$ cat src/hw/rtl/ptd_pkg.sv
// Shared types and constants for the periodic task dispatcher.
// No dependencies; used by periodic_task_dispatcher and ptd_out_reg.
`default_nettype none

package ptd_pkg;

    localparam int MAX_TASKS = 32;
    localparam int ADDR_W    = $clog2(MAX_TASKS);
    // entries the scan may cover at most
    localparam int SCAN_CAP  = (MAX_TASKS < 32) ? MAX_TASKS : 32;

    typedef enum logic [1:0] {
        ACT_TICK  = 2'd0,
        ACT_START = 2'd1,
        ACT_DONE  = 2'd2,
        ACT_WRITE = 2'd3
    } t_action;

    typedef enum logic [1:0] {
        KIND_DISPATCH = 2'd0,
        KIND_COMPLETE = 2'd1,
        KIND_ACCEPT   = 2'd2,
        KIND_REJECT   = 2'd3
    } t_kind;

    typedef enum logic [3:0] {
        ST_IDLE    = 4'b0001,
        ST_DONE_RD = 4'b0010,
        ST_SCAN    = 4'b0100,
        ST_PUSH    = 4'b1000
    } t_state;

    typedef struct packed {
        t_kind       kind;
        logic [4:0]  task_id;
        logic        slipped;
        logic        overran;
        logic [15:0] tick_count;
        logic [31:0] spare_us_total;
        logic [4:0]  spare_run_count;
    } t_result;

endpackage

`default_nettype wire

$ cat src/hw/rtl/ptd_ram.sv
// Generic simple dual-port RAM: one write port, one read port, registered read.
// No dependencies.
`default_nettype none

module ptd_ram #(
    parameter int WIDTH = 16,
    parameter int DEPTH = 32
) (
    input  wire logic                     i_clk,
    input  wire logic                     i_we,
    input  wire logic [$clog2(DEPTH)-1:0] i_waddr,
    input  wire logic [WIDTH-1:0]         i_wdata,
    input  wire logic [$clog2(DEPTH)-1:0] i_raddr,
    output      logic [WIDTH-1:0]         o_rdata
);

    logic [WIDTH-1:0] r_mem [DEPTH];
    logic [WIDTH-1:0] r_rdata;

    always_ff @(posedge i_clk) begin
        if (i_we) begin
            r_mem[i_waddr] <= i_wdata;
        end
        r_rdata <= r_mem[i_raddr];
    end

    assign o_rdata = r_rdata;

endmodule

`default_nettype wire

$ cat src/hw/rtl/ptd_out_reg.sv
// Output word register: holds one result word until the receiver takes it.
// Depends on ptd_pkg.
`default_nettype none

module ptd_out_reg (
    input  wire logic             i_clk,
    input  wire logic             i_rst_n,
    input  wire logic             i_load,
    input  wire ptd_pkg::t_result i_res,
    input  wire logic             i_stall,
    output      logic             o_valid,
    output      logic             o_free,
    output      ptd_pkg::t_result o_res
);

    logic             r_valid;
    logic             n_valid;
    ptd_pkg::t_result r_res;

    // free when empty or the held word leaves this cycle
    assign o_free = !r_valid || !i_stall;

    always_comb begin
        n_valid = r_valid;
        if (o_free) begin
            n_valid = i_load;
        end
    end

    always_ff @(posedge i_clk) begin
        if (!i_rst_n) begin
            r_valid <= 1'b0;
        end else begin
            r_valid <= n_valid;
        end
        if (o_free && i_load) begin
            r_res <= i_res;
        end
    end

    assign o_valid = r_valid;
    assign o_res   = r_res;

endmodule

`default_nettype wire

$ cat src/hw/rtl/periodic_task_dispatcher.sv
// Periodic task dispatcher: one item in, one result word out, one item at a time.
// A tick, table write or rejected item goes straight to ST_PUSH; a task-done item whose time
// runs out passes through ST_DONE_RD first. A start item runs ST_SCAN, and a done item that
// resumes the scan runs ST_DONE_RD and then ST_SCAN from the entry after the dispatched task;
// the scan checks at most task_count entries, capped at 32. The task table and last-run
// memories are read one entry per cycle and each entry is checked in the cycle after its
// read. A stalled output register holds the dispatcher in ST_PUSH. A result word waits in
// the output register while the next item is taken. Task intervals and budgets must be
// written before a run scans them.
// Depends on ptd_pkg, ptd_ram and ptd_out_reg.
`default_nettype none

module periodic_task_dispatcher (
    input  wire logic        i_clk,
    input  wire logic        i_rst_n,
    // configuration: task_count
    input  wire logic        i_cfg_we,
    input  wire logic [5:0]  i_cfg_wdata,
    // input words
    input  wire logic        i_in_valid,
    output      logic        o_in_stall,
    input  wire logic [1:0]  i_action,
    input  wire logic [15:0] i_budget_us,
    input  wire logic [31:0] i_elapsed_us,
    input  wire logic [4:0]  i_entry_index,
    input  wire logic [15:0] i_entry_interval,
    input  wire logic [15:0] i_entry_budget_us,
    // result words
    output      logic        o_out_valid,
    input  wire logic        i_out_stall,
    output      logic [1:0]  o_result_kind,
    output      logic [4:0]  o_task_id,
    output      logic        o_slipped,
    output      logic        o_overran,
    output      logic [15:0] o_tick_count,
    output      logic [31:0] o_spare_us_total,
    output      logic [4:0]  o_spare_run_count
);

    localparam int AW = ptd_pkg::ADDR_W;

    ptd_pkg::t_state r_state, n_state;
    logic [15:0] r_tick, n_tick;
    logic [5:0]  r_task_count;
    logic [15:0] r_remaining, n_remaining;
    logic [AW-1:0] r_cursor, n_cursor;
    logic        r_run_active, n_run_active;
    logic [31:0] r_spare, n_spare;
    logic [4:0]  r_runs, n_runs;
    logic [31:0] r_el, n_el;
    logic [5:0]  r_rd_idx, n_rd_idx;
    logic        r_chk_vld, n_chk_vld;
    logic [AW-1:0] r_chk_idx, n_chk_idx;
    logic [ptd_pkg::MAX_TASKS-1:0] r_lr_vld, n_lr_vld;
    ptd_pkg::t_kind r_res_kind, n_res_kind;
    logic [4:0]  r_res_id, n_res_id;
    logic        r_res_slip, n_res_slip;
    logic        r_res_over, n_res_over;

    logic        w_accept;
    logic        w_out_free;
    logic        w_push;
    ptd_pkg::t_result w_res, w_out_res;
    logic [5:0]  w_lim;
    logic [AW-1:0] w_raddr;
    logic        w_tb_we;
    logic [31:0] w_tb_rdata;
    logic        w_lr_we;
    logic [15:0] w_lr_rdata;
    logic [15:0] w_last, w_dt, w_twice, w_iv, w_bud;
    logic        w_hit;
    logic        w_fin_add;
    logic [31:0] w_fin_sum;
    logic [5:0]  w_runs_inc;
    logic [31:0] w_fin_spare;
    logic [4:0]  w_fin_runs;

    assign o_in_stall = (r_state != ptd_pkg::ST_IDLE);
    assign w_accept   = i_in_valid && !o_in_stall;

    assign w_lim = (r_task_count > 6'(ptd_pkg::SCAN_CAP)) ? 6'(ptd_pkg::SCAN_CAP)
                                                          : r_task_count;

    // done reads the in-flight task's entry; the scan reads the issue index
    assign w_raddr = (r_state == ptd_pkg::ST_SCAN) ? r_rd_idx[AW-1:0] : r_cursor;

    assign w_tb_we = w_accept && (i_action == ptd_pkg::ACT_WRITE) && !r_run_active
                     && ({1'b0, i_entry_index} < 6'(ptd_pkg::MAX_TASKS));
    assign w_lr_we = w_accept && (i_action == ptd_pkg::ACT_DONE) && r_run_active;

    ptd_ram #(.WIDTH(32), .DEPTH(ptd_pkg::MAX_TASKS)) u_task_ram (
        .i_clk   (i_clk),
        .i_we    (w_tb_we),
        .i_waddr (i_entry_index[AW-1:0]),
        .i_wdata ({i_entry_interval, i_entry_budget_us}),
        .i_raddr (w_raddr),
        .o_rdata (w_tb_rdata)
    );

    ptd_ram #(.WIDTH(16), .DEPTH(ptd_pkg::MAX_TASKS)) u_last_ram (
        .i_clk   (i_clk),
        .i_we    (w_lr_we),
        .i_waddr (r_cursor),
        .i_wdata (r_tick),
        .i_raddr (w_raddr),
        .o_rdata (w_lr_rdata)
    );

    assign w_iv    = w_tb_rdata[31:16];
    assign w_bud   = w_tb_rdata[15:0];
    // a last-run entry never written since reset reads as zero
    assign w_last  = r_lr_vld[r_chk_idx] ? w_lr_rdata : 16'd0;
    assign w_dt    = r_tick - w_last;
    assign w_twice = {w_iv[14:0], 1'b0};
    assign w_hit   = r_chk_vld && (w_dt >= w_iv) && (w_bud <= r_remaining);

    // end of run: spare time only when the scan ran out of entries
    assign w_fin_add   = (r_state == ptd_pkg::ST_SCAN);
    assign w_fin_sum   = r_spare + (w_fin_add ? {16'd0, r_remaining} : 32'd0);
    assign w_runs_inc  = {1'b0, r_runs} + 6'd1;
    assign w_fin_spare = (w_runs_inc >= 6'd32) ? {1'b0, w_fin_sum[31:1]} : w_fin_sum;
    assign w_fin_runs  = (w_runs_inc >= 6'd32) ? 5'd16 : w_runs_inc[4:0];

    always_comb begin
        n_state      = r_state;
        n_tick       = r_tick;
        n_remaining  = r_remaining;
        n_cursor     = r_cursor;
        n_run_active = r_run_active;
        n_spare      = r_spare;
        n_runs       = r_runs;
        n_el         = r_el;
        n_rd_idx     = r_rd_idx;
        n_chk_vld    = r_chk_vld;
        n_chk_idx    = r_chk_idx;
        n_lr_vld     = r_lr_vld;
        n_res_kind   = r_res_kind;
        n_res_id     = r_res_id;
        n_res_slip   = r_res_slip;
        n_res_over   = r_res_over;
        w_push       = 1'b0;

        case (r_state)
            ptd_pkg::ST_IDLE: begin
                if (w_accept) begin
                    n_res_kind = ptd_pkg::KIND_ACCEPT;
                    n_res_id   = 5'd0;
                    n_res_slip = 1'b0;
                    n_res_over = 1'b0;
                    n_state    = ptd_pkg::ST_PUSH;
                    case (i_action)
                        ptd_pkg::ACT_TICK: begin
                            n_tick = r_tick + 16'd1;
                        end
                        ptd_pkg::ACT_START: begin
                            if (r_run_active) begin
                                n_res_kind = ptd_pkg::KIND_REJECT;
                            end else begin
                                n_run_active = 1'b1;
                                n_remaining  = i_budget_us;
                                n_cursor     = '0;
                                n_rd_idx     = 6'd0;
                                n_chk_vld    = 1'b0;
                                n_state      = ptd_pkg::ST_SCAN;
                            end
                        end
                        ptd_pkg::ACT_DONE: begin
                            if (!r_run_active) begin
                                n_res_kind = ptd_pkg::KIND_REJECT;
                            end else begin
                                n_el               = i_elapsed_us;
                                n_lr_vld[r_cursor] = 1'b1;
                                n_state            = ptd_pkg::ST_DONE_RD;
                            end
                        end
                        default: begin
                            if (r_run_active) begin
                                n_res_kind = ptd_pkg::KIND_REJECT;
                            end
                        end
                    endcase
                end
            end
            ptd_pkg::ST_DONE_RD: begin
                n_res_over = (r_el > {16'd0, w_bud});
                if (r_el >= {16'd0, r_remaining}) begin
                    n_spare      = w_fin_spare;
                    n_runs       = w_fin_runs;
                    n_run_active = 1'b0;
                    n_res_kind   = ptd_pkg::KIND_COMPLETE;
                    n_state      = ptd_pkg::ST_PUSH;
                end else begin
                    n_remaining = r_remaining - r_el[15:0];
                    n_rd_idx    = {1'b0, r_cursor} + 6'd1;
                    n_chk_vld   = 1'b0;
                    n_state     = ptd_pkg::ST_SCAN;
                end
            end
            ptd_pkg::ST_SCAN: begin
                if (w_hit) begin
                    n_cursor   = r_chk_idx;
                    n_res_kind = ptd_pkg::KIND_DISPATCH;
                    n_res_id   = 5'(r_chk_idx);
                    n_res_slip = (w_dt >= w_twice);
                    n_chk_vld  = 1'b0;
                    n_state    = ptd_pkg::ST_PUSH;
                end else if (!r_chk_vld && (r_rd_idx >= w_lim)) begin
                    n_spare      = w_fin_spare;
                    n_runs       = w_fin_runs;
                    n_run_active = 1'b0;
                    n_res_kind   = ptd_pkg::KIND_COMPLETE;
                    n_state      = ptd_pkg::ST_PUSH;
                end else if (r_rd_idx < w_lim) begin
                    n_chk_vld = 1'b1;
                    n_chk_idx = r_rd_idx[AW-1:0];
                    n_rd_idx  = r_rd_idx + 6'd1;
                end else begin
                    n_chk_vld = 1'b0;
                end
            end
            ptd_pkg::ST_PUSH: begin
                if (w_out_free) begin
                    w_push  = 1'b1;
                    n_state = ptd_pkg::ST_IDLE;
                end
            end
            default: begin
                n_state = ptd_pkg::ST_IDLE;
            end
        endcase
    end

    always_ff @(posedge i_clk) begin
        if (!i_rst_n) begin
            r_state      <= ptd_pkg::ST_IDLE;
            r_tick       <= 16'd0;
            r_task_count <= 6'd0;
            r_remaining  <= 16'd0;
            r_cursor     <= '0;
            r_run_active <= 1'b0;
            r_spare      <= 32'd0;
            r_runs       <= 5'd0;
            r_rd_idx     <= 6'd0;
            r_chk_vld    <= 1'b0;
            r_lr_vld     <= '0;
        end else begin
            r_state      <= n_state;
            r_tick       <= n_tick;
            r_remaining  <= n_remaining;
            r_cursor     <= n_cursor;
            r_run_active <= n_run_active;
            r_spare      <= n_spare;
            r_runs       <= n_runs;
            r_rd_idx     <= n_rd_idx;
            r_chk_vld    <= n_chk_vld;
            r_lr_vld     <= n_lr_vld;
            if (i_cfg_we) begin
                r_task_count <= i_cfg_wdata;
            end
        end
        r_el       <= n_el;
        r_chk_idx  <= n_chk_idx;
        r_res_kind <= n_res_kind;
        r_res_id   <= n_res_id;
        r_res_slip <= n_res_slip;
        r_res_over <= n_res_over;
    end

    assign w_res.kind            = r_res_kind;
    assign w_res.task_id         = r_res_id;
    assign w_res.slipped         = r_res_slip;
    assign w_res.overran         = r_res_over;
    assign w_res.tick_count      = r_tick;
    assign w_res.spare_us_total  = r_spare;
    assign w_res.spare_run_count = r_runs;

    ptd_out_reg u_out (
        .i_clk   (i_clk),
        .i_rst_n (i_rst_n),
        .i_load  (w_push),
        .i_res   (w_res),
        .i_stall (i_out_stall),
        .o_valid (o_out_valid),
        .o_free  (w_out_free),
        .o_res   (w_out_res)
    );

    assign o_result_kind     = w_out_res.kind;
    assign o_task_id         = w_out_res.task_id;
    assign o_slipped         = w_out_res.slipped;
    assign o_overran         = w_out_res.overran;
    assign o_tick_count      = w_out_res.tick_count;
    assign o_spare_us_total  = w_out_res.spare_us_total;
    assign o_spare_run_count = w_out_res.spare_run_count;

`ifndef SYNTHESIS
    a_one_item: assert property (@(posedge i_clk) disable iff (!i_rst_n)
        w_accept |=> o_in_stall)
        else $error("second word taken before the first finished");

    a_scan_in_run: assert property (@(posedge i_clk) disable iff (!i_rst_n)
        (r_state == ptd_pkg::ST_SCAN || r_state == ptd_pkg::ST_DONE_RD) |-> r_run_active)
        else $error("scan or done handling outside a run");

    a_push_leaves: assert property (@(posedge i_clk) disable iff (!i_rst_n)
        (r_state == ptd_pkg::ST_PUSH && w_out_free) |=> (r_state == ptd_pkg::ST_IDLE
                                                          && o_out_valid))
        else $error("result word not delivered to output register");

    a_chk_bound: assert property (@(posedge i_clk) disable iff (!i_rst_n)
        (r_state == ptd_pkg::ST_SCAN && r_chk_vld) |-> ({1'b0, r_chk_idx} < w_lim))
        else $error("scan checked an entry beyond the task count");
`endif

endmodule

`default_nettype wire
$ cat config.mk
export PLATFORM = sky130hd
export DESIGN_NAME = periodic_task_dispatcher
export DESIGN_NICKNAME = d
export VERILOG_FILES = /design/src/hw/rtl/ptd_pkg.sv /design/src/hw/rtl/ptd_ram.sv /design/src/hw/rtl/ptd_out_reg.sv /design/src/hw/rtl/periodic_task_dispatcher.sv
export SDC_FILE = /design/constraint.sdc
export NUM_CORES = 2
export LEC_CHECK = 0
export ABC_AREA = 1
export ABC_CLOCK_PERIOD_IN_PS = 5400
export BUFFER_PORTS_ARGS = -buffer_cell sky130_fd_sc_hd__buf_4
export CAP_MARGIN = 10
export CORE_AREA = 3 3 443 445
export DETAILED_ROUTE_END_ITERATION = 8
export DIE_AREA = 0 0 446 448
export GPL_ROUTABILITY_DRIVEN = 0
export PLACE_DENSITY_LB_ADDON = 0.05
export SYNTH_ARGS = -nofsm -noshare
export SYNTH_HDL_FRONTEND = slang
export SYNTH_SLANG_ARGS = --single-unit
$ cat constraint.sdc
create_clock -name i_clk -period 5.4 [get_ports i_clk]
set_input_delay 0.81 -clock i_clk [delete_from_list [all_inputs] [get_ports i_clk]]
set_output_delay 0.81 -clock i_clk [all_outputs]
set_load 0.005 [all_outputs]
==> flow_summary.json <==
{
  "routed_wl_um": 229000,
  "dieArea_um2": 200000,
  "antenna_found_initial": 15,
  "final.fill_count": 17992,
  "maxCapViolCount": 0,
  "worst_pin_slew_ns": 1.14,
  "drtPass1Iterations": 5,
  "synth_top_area_cell": "edfxtp_1",
  "p_leak_nw": 33.5,
  "vias": 51877,
  "grt_pass1_vias": 50728,
  "core_um2": 193000,
  "cpMostUsedCell": "nand3_1",
  "async_reset_ff_frac": 0,
  "yosysSeqAreaShare": 0.688,
  "drcViolationCount": 0,
  "power.density_nw_per_um2": 510,
  "status": "finished clean",
  "setup_tns_ns": 0,
  "netlist_area_um2": 76800,
  "cp.required_ns": 5.95,
  "synthesis.nets": 7254,
  "numCtsBuffers": 197,
  "clock-skew-final_ns": 0.0293,
  "clockBufferDepth": 3,
  "first_iter_violations": 4077,
  "cts.sinks": 1817,
  "grt_overflow": 0,
  "synth_area_leaders": "edfxtp_1, nand2_1, dfxtp_1",
  "io_pins": 162,
  "initial_utilization": 0.399,
  "cp_slowest_cell": "fa_1",
  "via_per_inst": 5.25,
  "hold_path_class": "input port to register",
  "fin_nets": 7423,
  "netlist_instances": 7014,
  "cp-end-kind": "register",
  "path_max_fanout": 7,
  "area_delta_synth_final_pct": 14.5,
  "hold_depth": 1,
  "r2r_cells": 28,
  "post_synth.cell_area_avg_um2": 10.9,
  "wl_per_cell_um": 23.2,
  "synthFlopType": "edfxtp_1",
  "netlist.area_leader.share": 0.643,
  "place_ws_ns": -0.0240,
  "yosysUniqueCellTypes": 44,
  "grt_pass1_wl_um": 339000,
  "final_antenna_net_count": 0,
  "ys_top_cells_by_count": "nand2_1, edfxtp_1, a21oi_1",
  "cts_tree": "done",
  "period_needed_ns": 4.90,
  "grt_max_degree": 135,
  "clkTransAtPathRegs_ns": 0.06,
  "critPathMaxStageDelay_ns": 0.43,
  "worstSkewPairLatency_ns": 0.84,
  "min_period_over_period": 0.908,
  "cts_hold_buf": 0,
  "root_buffer": "clkbuf_16",
  "regArea_um2": 52800,
  "ir_drop_mv": 0.778,
  "max_freq_mhz": 204,
  "drive_gt1_frac": 0.0937,
  "io_buffers": 161,
  "rsz0062_at_grt": "no",
  "critPathArrivalTime_ns": 5.46,
  "h-tree-depth": 4,
  "relSlewSlack": 0.241,
  "path_class": "register to register",
  "multi_input_area_um2": 21700,
  "finalSetupViolCount": 0,
  "yosysMostFrequentCell": "nand2_1",
  "fp.dieH_um": 448,
  "hold_viol": 0,
  "synth_edf_count": 1644,
  "fp-row-count": 161,
  "ys_ff_latch": 1817,
  "postLayoutSetupSlackWorst_ns": 0.496,
  "drv_slew": 0,
  "die_x_um": 446,
  "grt_usage": 0.226,
  "critPathLaunchType": "register",
  "yosys_warnings": 0,
  "post-dp-hpwl_um": 132000
}
[layout make-up]
| class | count | share of cell area |
|---|---|---|
| clock buffer | 278 | 0.0625 |
| inverter | 254 | 0.0112 |
| multi-input combinational | 4576 | 0.247 |
| sequential | 1817 | 0.601 |
| tap | 2526 | 0.0360 |
| antenna | 5 | 0.000142 |
| clock inverter | 89 | 0.00769 |
| timing repair buffer | 337 | 0.0343 |
[final timing paths]
| check | start | end | slack (ns) |
|---|---|---|---|
| max | r_chk_idx[1]$_DFFE_PP_ | r_res_id[4]$_DFFE_PP_ | 0.50 |
| min | i_elapsed_us[9] | r_el[9]$_DFFE_PP_ | 0.16 |
| min reg2reg | r_res_over$_SDFFCE_PN0P_ | u_out.o_res[53]$_DFFE_PP_ | 0.42 |
| max reg2reg | r_chk_idx[1]$_DFFE_PP_ | r_res_id[4]$_DFFE_PP_ | 0.50 |
[cell usage in the layout (no fill, tap or decap), drive strengths merged]
cell and instances:
a21oi 636, o2111ai 2, a211oi 5, nor3 27
ha 139, clkinvlp 4, clkinv 73, dfxtp 173
buf 337, or2 7, o21bai 6, o21ai 490
a31o 1, a21boi 1, diode 5, and3 1
nor3b 1, fa 3, o21a 7, inv 258
o211ai 153, o31ai 1, nand3 317, xnor2 13
nor2 475, clkbuf 278, nand3b 10, nand2 2223
nand4 21, a21o 7, edfxtp 1644, and2 2
a31oi 5, xor2 23, bufinv 8
[cell families (layout without fill, tap and decap cells)]
| logic type | after synthesis | count (layout) | share of synthesized area |
|---|---|---|---|
| flops | 1817 | 1817 | 0.688 |
| simple gates | 3084 | 3084 | 0.158 |
| other cells | 0 | 5 | 0 |
| compound gates | 1314 | 1314 | 0.0923 |
| fa+ha+maj | 142 | 142 | 0.0234 |
| buf+inv | 621 | 958 | 0.0335 |
| xor+xnor | 36 | 36 | 0.00411 |
[sequential cells by signal, summed over array words and instances, names as in the netlist, 16 cells and up]
signal              count
u_last_ram.o_rdata     16
r_remaining            16
r_spare                32
r_lr_vld               32
u_out.o_res            62
u_task_ram.o_rdata     32
u_task_ram.r_mem     1024
r_tick                 16
u_last_ram.r_mem      512
r_el                   32
[repair_timing]
item / 4_1_cts / 5_1_grt
endpoints found under the setup margin: 14 / 30
pin swaps: 0 / 2
gates resized for setup: 2 / 10
setup buffers: 0 / 5
cloned: 0 / 0
[report_power, final]
part / internal [mW] / switching (mW) / total (mW) / leakage, nW
logic: 4.39 / 11.5 / 15.9 / 13.5
clock network: 7.44 / 5.56 / 13.0 / 3.00
registers: 15.7 / 0.259 / 16.0 / 17.0
total: 27.6 / 17.3 / 44.9 / 33.5
[critical path, delay by kind of cell, from the launching register on]
| family | cells | cell delay, ns |
|---|---|---|
| buffers and inverters | 5 | 0.77 |
| xor gates and xnor gates | 1 | 0.19 |
| adders and majority gates | 3 | 0.89 |
| AOI/OAI and AO/OA | 6 | 0.86 |
| DFF | 1 | 0.37 |
| and+or+nand+nor | 13 | 1.50 |
[stage by stage]
stage	utilization	total power [mW]	area, um2	cells	hold slack (ns)
finish	0.456	44.9	87900	9882	0.158
global route	0.456	47.6	87900	9879	0.0973
CTS	0.456	45.3	87800	9872	0.0724
detailed placement	0.424	32.3	81700	9505	0.405
global placement	0.424	32.2	81700	9505	0.408
floorplan	-	26.2	76800	7014	0.400
[per-layer routing]
metal,vias up,global-route usage,share of wire
met5,-,0,0
met4,0,0.0587,0.022
met3,296,0.0284,0.043
met2,1233,0.378,0.48
met1,25595,0.313,0.46
li1,24753,-,-
(Power assumes the default switching activity.)
